===== src/hw/rtl/sal_pkg.sv =====
// Shared types and constants for the shifting array list.
package sal_pkg;

    localparam int LIST_CAPACITY = 32;
    localparam int DATA_W        = 32;
    localparam int KIND_W        = 2;
    localparam int POS_W         = 5;
    localparam int OUT_IDX_W     = 6;
    localparam int OUT_CNT_W     = 6;

    typedef enum logic [KIND_W-1:0] {
        K_INSERT = 2'd0,
        K_APPEND = 2'd1,
        K_REMOVE = 2'd2,
        K_SEARCH = 2'd3
    } t_kind;

    typedef struct packed {
        logic take_value;
        logic take_left;
        logic take_right;
        logic sample;
        logic live;
    } t_cell_ctl;

endpackage


===== src/hw/rtl/shifting_array_list_top.sv =====
// Top level of the shifting array list: a row of entry cells and the request control.
// Insert, append and remove finish at the accepting edge, which also registers their result.
// Search samples all cells at the accepting edge; the last-match encoder then runs in S_FIND
// and its result is registered on leaving S_FIND, which blocks new requests meanwhile.
// A new request is taken every cycle for insert, append and remove unless i_ready stalls a result.
// Synchronous active-low reset empties the list and drops any pending result.
module shifting_array_list_top
    import sal_pkg::*;
#(
    parameter int CAPACITY = LIST_CAPACITY
) (
    input  logic                        i_clk,
    input  logic                        i_rst_n,
    input  logic                        i_valid,
    output logic                        o_ready,
    input  logic [KIND_W-1:0]           i_kind,
    input  logic [POS_W-1:0]            i_position,
    input  logic signed [DATA_W-1:0]    i_value,
    output logic                        o_valid,
    input  logic                        i_ready,
    output logic                        o_ok,
    output logic signed [OUT_IDX_W-1:0] o_found_index,
    output logic [OUT_CNT_W-1:0]        o_count
);

    localparam int CW = $clog2(CAPACITY + 1);
    localparam int IW = $clog2(CAPACITY);
    localparam int PW = (CW > POS_W) ? CW : POS_W;

    typedef enum logic [1:0] {
        S_IDLE = 2'b01,
        S_FIND = 2'b10
    } t_state;

    t_state r_state, n_state;
    logic [CW-1:0] r_count, n_count;
    logic          r_out_valid, n_out_valid;
    logic          r_ok, n_ok;
    logic          r_hit, n_hit;
    logic [IW-1:0] r_idx, n_idx;

    logic          accept;
    logic          full;
    logic          pos_ok;
    logic          do_insert, do_append, do_remove, do_search;
    logic [PW-1:0] pos_ext, cnt_ext;
    logic [CAPACITY-1:0] match;
    logic [DATA_W-1:0]   entry [CAPACITY];
    logic [IW-1:0]       enc_idx;
    logic [CW+OUT_CNT_W-1:0] cnt_wide;
    logic [IW+OUT_IDX_W-1:0] idx_wide;

    assign o_ready = (r_state == S_IDLE) && (!r_out_valid || i_ready);
    assign accept  = i_valid && o_ready;
    assign full    = (r_count == CW'(CAPACITY));
    assign pos_ext = PW'(i_position);
    assign cnt_ext = PW'(r_count);
    assign pos_ok  = pos_ext < cnt_ext;

    always_comb begin
        do_insert = 1'b0;
        do_append = 1'b0;
        do_remove = 1'b0;
        do_search = 1'b0;
        unique case (t_kind'(i_kind))
            K_INSERT: do_insert = accept && !full && pos_ok;
            K_APPEND: do_append = accept && !full;
            K_REMOVE: do_remove = accept && pos_ok;
            K_SEARCH: do_search = accept;
            default:  do_search = 1'b0;
        endcase
    end

    for (genvar gi = 0; gi < CAPACITY; gi++) begin : g_cell
        t_cell_ctl        ctl;
        logic [DATA_W-1:0] left_d, right_d;
        logic [PW-1:0]     my_idx;

        assign my_idx = PW'(gi);
        assign ctl.take_value = (do_insert && (my_idx == pos_ext))
                             || (do_append && (my_idx == cnt_ext));
        assign ctl.take_left  = do_insert && (my_idx > pos_ext);
        assign ctl.take_right = do_remove && (my_idx >= pos_ext) && (gi < CAPACITY - 1);
        assign ctl.sample     = do_search;
        assign ctl.live       = my_idx < cnt_ext;

        if (gi == 0) begin : g_first
            assign left_d = entry[gi];
        end else begin : g_mid
            assign left_d = entry[gi-1];
        end
        if (gi == CAPACITY - 1) begin : g_last
            assign right_d = entry[gi];
        end else begin : g_inner
            assign right_d = entry[gi+1];
        end

        sal_cell #(
            .W (DATA_W)
        ) u_cell (
            .i_clk   (i_clk),
            .i_ctl   (ctl),
            .i_value (i_value),
            .i_left  (left_d),
            .i_right (right_d),
            .o_entry (entry[gi]),
            .o_match (match[gi])
        );
    end

    always_comb begin
        enc_idx = '0;
        for (int i = 0; i < CAPACITY; i++) begin
            if (match[i]) begin
                enc_idx = IW'(i);
            end
        end
    end

    always_comb begin
        n_state     = r_state;
        n_count     = r_count;
        n_out_valid = r_out_valid;
        n_ok        = r_ok;
        n_hit       = r_hit;
        n_idx       = r_idx;
        if (o_valid && i_ready) begin
            n_out_valid = 1'b0;
        end
        unique case (r_state)
            S_IDLE: begin
                if (accept) begin
                    if (do_search) begin
                        n_state = S_FIND;
                    end else begin
                        n_out_valid = 1'b1;
                        n_hit       = 1'b0;
                        n_ok        = do_insert || do_append || do_remove;
                        if (do_insert || do_append) begin
                            n_count = r_count + CW'(1);
                        end else if (do_remove) begin
                            n_count = r_count - CW'(1);
                        end
                    end
                end
            end
            S_FIND: begin
                n_state     = S_IDLE;
                n_out_valid = 1'b1;
                n_ok        = |match;
                n_hit       = |match;
                n_idx       = enc_idx;
            end
            default: n_state = S_IDLE;
        endcase
    end

    always_ff @(posedge i_clk) begin
        if (!i_rst_n) begin
            r_state     <= S_IDLE;
            r_count     <= '0;
            r_out_valid <= 1'b0;
        end else begin
            r_state     <= n_state;
            r_count     <= n_count;
            r_out_valid <= n_out_valid;
        end
        r_ok  <= n_ok;
        r_hit <= n_hit;
        r_idx <= n_idx;
    end

    assign cnt_wide      = (CW + OUT_CNT_W)'(r_count);
    assign idx_wide      = (IW + OUT_IDX_W)'(r_idx);
    assign o_valid       = r_out_valid;
    assign o_ok          = r_ok;
    assign o_count       = cnt_wide[OUT_CNT_W-1:0];
    assign o_found_index = r_hit ? idx_wide[OUT_IDX_W-1:0] : {OUT_IDX_W{1'b1}};

endmodule


===== src/hw/rtl/sal_cell.sv =====
// One list cell: holds an entry, shifts with its neighbors and compares on search.
module sal_cell
    import sal_pkg::*;
#(
    parameter int W = DATA_W
) (
    input  logic         i_clk,
    input  t_cell_ctl    i_ctl,
    input  logic [W-1:0] i_value,
    input  logic [W-1:0] i_left,
    input  logic [W-1:0] i_right,
    output logic [W-1:0] o_entry,
    output logic         o_match
);

    logic [W-1:0] r_entry;
    logic [W-1:0] n_entry;
    logic         r_match;

    always_comb begin
        n_entry = r_entry;
        if (i_ctl.take_value) begin
            n_entry = i_value;
        end else if (i_ctl.take_left) begin
            n_entry = i_left;
        end else if (i_ctl.take_right) begin
            n_entry = i_right;
        end
    end

    always_ff @(posedge i_clk) begin
        r_entry <= n_entry;
        if (i_ctl.sample) begin
            r_match <= i_ctl.live && (r_entry == i_value);
        end
    end

    assign o_entry = r_entry;
    assign o_match = r_match;

endmodule


===== config.mk =====
export PLATFORM = sky130hd
export DESIGN_NAME = shifting_array_list_top
export DESIGN_NICKNAME = d
export VERILOG_FILES = /design/src/hw/rtl/sal_pkg.sv /design/src/hw/rtl/shifting_array_list_top.sv /design/src/hw/rtl/sal_cell.sv
export SDC_FILE = /design/constraint.sdc
export NUM_CORES = 2
export LEC_CHECK = 0
export BUFFER_PORTS_ARGS = -buffer_cell sky130_fd_sc_hd__buf_2
export CORE_MARGIN = 2
export CORE_UTILIZATION = 55
export CTS_CLUSTER_SIZE = 20
export DETAILED_ROUTE_END_ITERATION = 16
export PLACE_DENSITY = 0.71
export SETUP_SLACK_MARGIN = 0.5
export SYNTH_ARGS = -nofsm -noshare
export SYNTH_HDL_FRONTEND = slang
export SYNTH_SLANG_ARGS = --single-unit

===== constraint.sdc =====
create_clock -name i_clk -period 9.15 [get_ports i_clk]
set_clock_uncertainty 0.05 [all_clocks]
set_input_delay 0 -clock i_clk [delete_from_list [all_inputs] [get_ports i_clk]]
set_output_delay 0 -clock i_clk [all_outputs]
set_load 0.02 [all_outputs]

==> run_summary.xml <==
<?xml version="1.0" encoding="UTF-8"?>
<metrics>
  <group name="status">
    <metric name="status" unit="">completed</metric>
  </group>
  <group name="layout">
    <metric name="postLayoutCoreUtil" unit="%">59.74</metric>
    <metric name="area_growth" unit="%">7.971</metric>
    <metric name="nNetsFinal" unit="">6127</metric>
    <metric name="final_layout_size_suffix_gt1_share" unit="%">10.96</metric>
    <metric name="area_used_by_multi_input_combinational_logic" unit="mm^2">0.03297</metric>
    <metric name="area_taken_by_flip_flops_and_latches" unit="mm^2">0.03210</metric>
    <metric name="fillCellCount" unit="">10019</metric>
    <metric name="design_area" unit="mm^2">0.07271</metric>
  </group>
  <group name="clock_network">
    <metric name="cts.htree.levels" unit="">3</metric>
    <metric name="tritoncts.num_buffers" unit="">119</metric>
    <metric name="cts_sinks" unit="">1072</metric>
    <metric name="worstSkewPairLatency" unit="ps">760</metric>
    <metric name="clk_pin_slew" unit="ps">60</metric>
    <metric name="cts_root_buffer" unit="">clkbuf_16</metric>
    <metric name="cts_max_path_buffers" unit="">3</metric>
    <metric name="post-cts-setup-buffers" unit="">0</metric>
    <metric name="cts_tree" unit="">yes</metric>
  </group>
  <group name="worst_setup_path">
    <metric name="crit_path_max_incr_delay" unit="ps">860</metric>
    <metric name="regToRegSetupSlack" unit="ps">3540</metric>
    <metric name="timing.critical_path.to_type" unit="">flip-flop</metric>
    <metric name="critical_path_required" unit="ps">9460</metric>
    <metric name="r2r-end" unit="">g_cell[0].u_cell.o_entry[7]</metric>
    <metric name="reg2regPathDepth" unit="">9</metric>
    <metric name="crit-reg2reg-launch" unit="">o_count[2]</metric>
    <metric name="cp_cell_sequence" unit="">inv_1, ha_1, a21oi_1, o21ai_1, a2111oi_4, buf_4, nand2_2, o21ai_4, a31o_2</metric>
    <metric name="crit_fanout" unit="">40</metric>
    <metric name="critical_path.startpoint_type" unit="">flip-flop</metric>
    <metric name="worst_path_buf_inv" unit="">2</metric>
    <metric name="timing.critical_path.max_delay_family" unit="">compound AO/OA/AOI/OAI gates</metric>
    <metric name="cell_type_of_the_slowest_stage_on_the_worst_timing_path" unit="">a31o_2</metric>
    <metric name="critical_path_class" unit="">flip-flop to flip-flop</metric>
    <metric name="arrival" unit="ps">5920</metric>
  </group>
  <group name="grt">
    <metric name="largest_net_degree_at_the_start_of_global_routing" unit="">66</metric>
    <metric name="grt-ovfl-total" unit="">0</metric>
    <metric name="global_route.usage.met2" unit="%">55.71</metric>
    <metric name="vias_in_the_first_global_route" unit="">47864</metric>
    <metric name="antenna_found_initial" unit="">10</metric>
    <metric name="globalRouteMet3Util" unit="%">7.273</metric>
    <metric name="grt_util_all_layers" unit="%">35.60</metric>
    <metric name="grt_first_pass_wirelength" unit="mm">332.0</metric>
    <metric name="use_met1" unit="%">49.02</metric>
    <metric name="globalRoute.busiestLayer" unit="">met2</metric>
  </group>
  <group name="floorplan">
    <metric name="num_io_pins" unit="">58</metric>
    <metric name="dieHeight" unit="um">353.9</metric>
    <metric name="core" unit="mm^2">0.1217</metric>
    <metric name="die_w" unit="um">353.9</metric>
    <metric name="die-area" unit="mm^2">0.1253</metric>
    <metric name="floorplan.initialDensity" unit="%">55.33</metric>
    <metric name="floorplan.rows" unit="">128</metric>
  </group>
  <group name="route">
    <metric name="dr_total_vias" unit="">51111</metric>
    <metric name="drt_first_pass_iters" unit="">7</metric>
    <metric name="routedWlPerCell" unit="um">29.47</metric>
    <metric name="routed_wirelength" unit="mm">230.0</metric>
    <metric name="avgViaCountPerCell" unit="">6.550</metric>
    <metric name="drt_iter0_markers" unit="">8251</metric>
    <metric name="antenna_violating_nets_post_route" unit="">0</metric>
    <metric name="drt_drc_violations_left" unit="">0</metric>
  </group>
  <group name="hold_path">
    <metric name="min_delay_path_depth" unit="">3</metric>
    <metric name="worstHoldStart" unit="">i_rst_n</metric>
    <metric name="min-delay-path-class" unit="">input port to flip-flop</metric>
    <metric name="worst_hold_path.endpoint" unit="">r_state[0]</metric>
  </group>
  <group name="synthesis">
    <metric name="synth_largest_area_cell" unit="">edfxtp_1</metric>
    <metric name="synth_enable_flop_cells" unit="">1063</metric>
    <metric name="netlist.area_leader.share" unit="%">47.40</metric>
    <metric name="unique_masters_post_synth" unit="">79</metric>
    <metric name="synth-async-reset-ratio" unit="%">0</metric>
    <metric name="postSynthAreaPerCell" unit="um^2">10.71</metric>
    <metric name="synth_top_cells_by_area" unit="">edfxtp_1 47%, mux2i_1 13%, xor2_1 8.1%</metric>
    <metric name="syn_area" unit="mm^2">0.06734</metric>
    <metric name="synth_seq_area_share" unit="%">47.67</metric>
    <metric name="synth_nets" unit="">6341</metric>
    <metric name="synthesis.yosys.warnings" unit="">0</metric>
    <metric name="synth.top_cells.by_count" unit="">1,063 x edfxtp_1, 841 x mux2i_1, 619 x xor2_1</metric>
    <metric name="synthMostInstantiatedCell" unit="">edfxtp_1</metric>
    <metric name="synth_seq_cells" unit="">1072</metric>
    <metric name="synth_top_flop_cell" unit="">edfxtp_1</metric>
    <metric name="syn-instance-count" unit="">6288</metric>
  </group>
  <group name="placed_design">
    <metric name="placement.io_buffers" unit="">57</metric>
    <metric name="hpwl" unit="mm">160.0</metric>
    <metric name="post-place-ws" unit="ps">3611</metric>
    <metric name="dpl_cell_area" unit="mm^2">0.06851</metric>
    <metric name="place_congestion" unit="">0.9727</metric>
  </group>
  <group name="timing">
    <metric name="slew_viol_final" unit="">0</metric>
    <metric name="grt_setup_unrepaired" unit="">false</metric>
    <metric name="finalSetupViolations" unit="">0</metric>
    <metric name="max_freq" unit="GHz">0.1783</metric>
    <metric name="layout_setup_ws" unit="ps">3542</metric>
    <metric name="min_cycle_time_layout" unit="ps">5608</metric>
    <metric name="final.hold.worst_slack" unit="ps">146.9</metric>
    <metric name="number_of_hold_slack_violations_in_the_final_timing_report" unit="">0</metric>
    <metric name="worst_pin_slew" unit="ps">1317</metric>
    <metric name="maxSlewHeadroom" unit="%">12.21</metric>
    <metric name="period_share" unit="%">61.29</metric>
    <metric name="fin_tns_setup" unit="ps">0</metric>
  </group>
  <group name="pwr">
    <metric name="power_per_cell_area" unit="mW/mm^2">158.9</metric>
    <metric name="total_leakage_power" unit="uW">0.02805</metric>
    <metric name="vdd.ir_drop.worst" unit="V">0.0001586</metric>
  </group>
  <group name="flow_run">
    <metric name="drv.max_cap_violation_count" unit="">0</metric>
  </group>
</metrics>
[worst max path at each step]
stage                                    to  cells past startpoint  slack, ps        from
3_5_place_dp   g_cell[0].u_cell.o_entry[10]                      9       3610  o_count[2]
3_3_place_gp   g_cell[0].u_cell.o_entry[14]                      9       3650  o_count[2]
6_report        g_cell[0].u_cell.o_entry[7]                      9       3540  o_count[2]
5_1_grt         g_cell[0].u_cell.o_entry[7]                      9       3260  o_count[2]
2_1_floorplan  g_cell[11].u_cell.o_entry[0]                      9       2620  o_count[4]
4_1_cts        g_cell[0].u_cell.o_entry[15]                      9       3590  o_count[2]
[stage by stage]
stage	cells	total power [uW]
finish	7803	11550
detailed placement	7540	6769
global route	7801	11780
floorplan	6288	6382
CTS	7800	11520
global placement	7540	6745
[worst reg2reg max path, stage by stage (launching register included)]
cell and delay (ps):
dfxtp_1 750, inv_1 270, ha_1 370, a21oi_1 180, o21ai_1 310, a2111oi_4 380, buf_4 620, nand2_2 690
o21ai_4 720, a31o_2 860
[cells in the final DEF, fill, tap and decap left out, drive strengths merged, types with 24 or more instances in the layout]
| master | instances |
|---|---|
| nor3 | 46 |
| edfxtp | 1063 |
| nand2 | 611 |
| nor4 | 180 |
| clkbuf | 167 |
| xor2 | 619 |
| dlygate4sd3 | 38 |
| a31oi | 36 |
| inv | 24 |
| mux2i | 841 |
| a21oi | 376 |
| mux2 | 249 |
| nand4 | 125 |
| nand3 | 35 |
| buf | 186 |
| clkinv | 42 |
| nor2 | 434 |
| xnor2 | 404 |
| o21ai | 509 |
[repair_timing]
action                                  in CTS  in global routing
endpoints found under the hold margin      376                  0
endpoints found under the setup margin       0                  0
resized for setup                            0                  0
hold buffers                                38                  0
[cells by family after synthesis]
| kind of cell | Yosys count | synth area share [%] |
|---|---|---|
| flops | 1072 | 47.67 |
| mux | 1090 | 16.66 |
| simple gates | 1486 | 9.864 |
| xor+xnor | 1023 | 13.31 |
| buf+inv | 580 | 3.872 |
| compound gates | 1027 | 8.439 |
| fa+ha+maj | 10 | 0.1858 |
[registers in the layout (all words and copies together) (netlist names)]
name                   flops
r_idx                      5
o_count                    6
r_hit                      1
o_valid                    1
g_cell.u_cell.o_entry   1024
g_cell.u_cell.o_match     32
r_state                    2
o_ok                       1
[area by class of cell]
class	count	area share (%)
multi-input cells	4636	45.34
flip-flops and latches	1072	44.15
clock buffers	167	4.541
well taps	1625	2.796
repair buffers	224	2.358
clock inverters	55	0.6969
inverters	21	0.1084
diodes	3	0.01033
[power by group]
part | total [uW] | leakage, uW | switching [uW] | internal, uW
registers | 5650 | 0.00969 | 144 | 5500
clock network | 4830 | 0.00186 | 2080 | 2750
logic | 1080 | 0.0165 | 713 | 363
[metal layers]
layer  part of all wire [%]  wire, um  up-vias
met4                    4.3      9923       10
met3                     12     27320      644
li1                       -         -    22207
met5                  0.030        70        -
met2                     45    104600     3626
met1                     38     88090    24624
(Power assumes the default switching activity.)
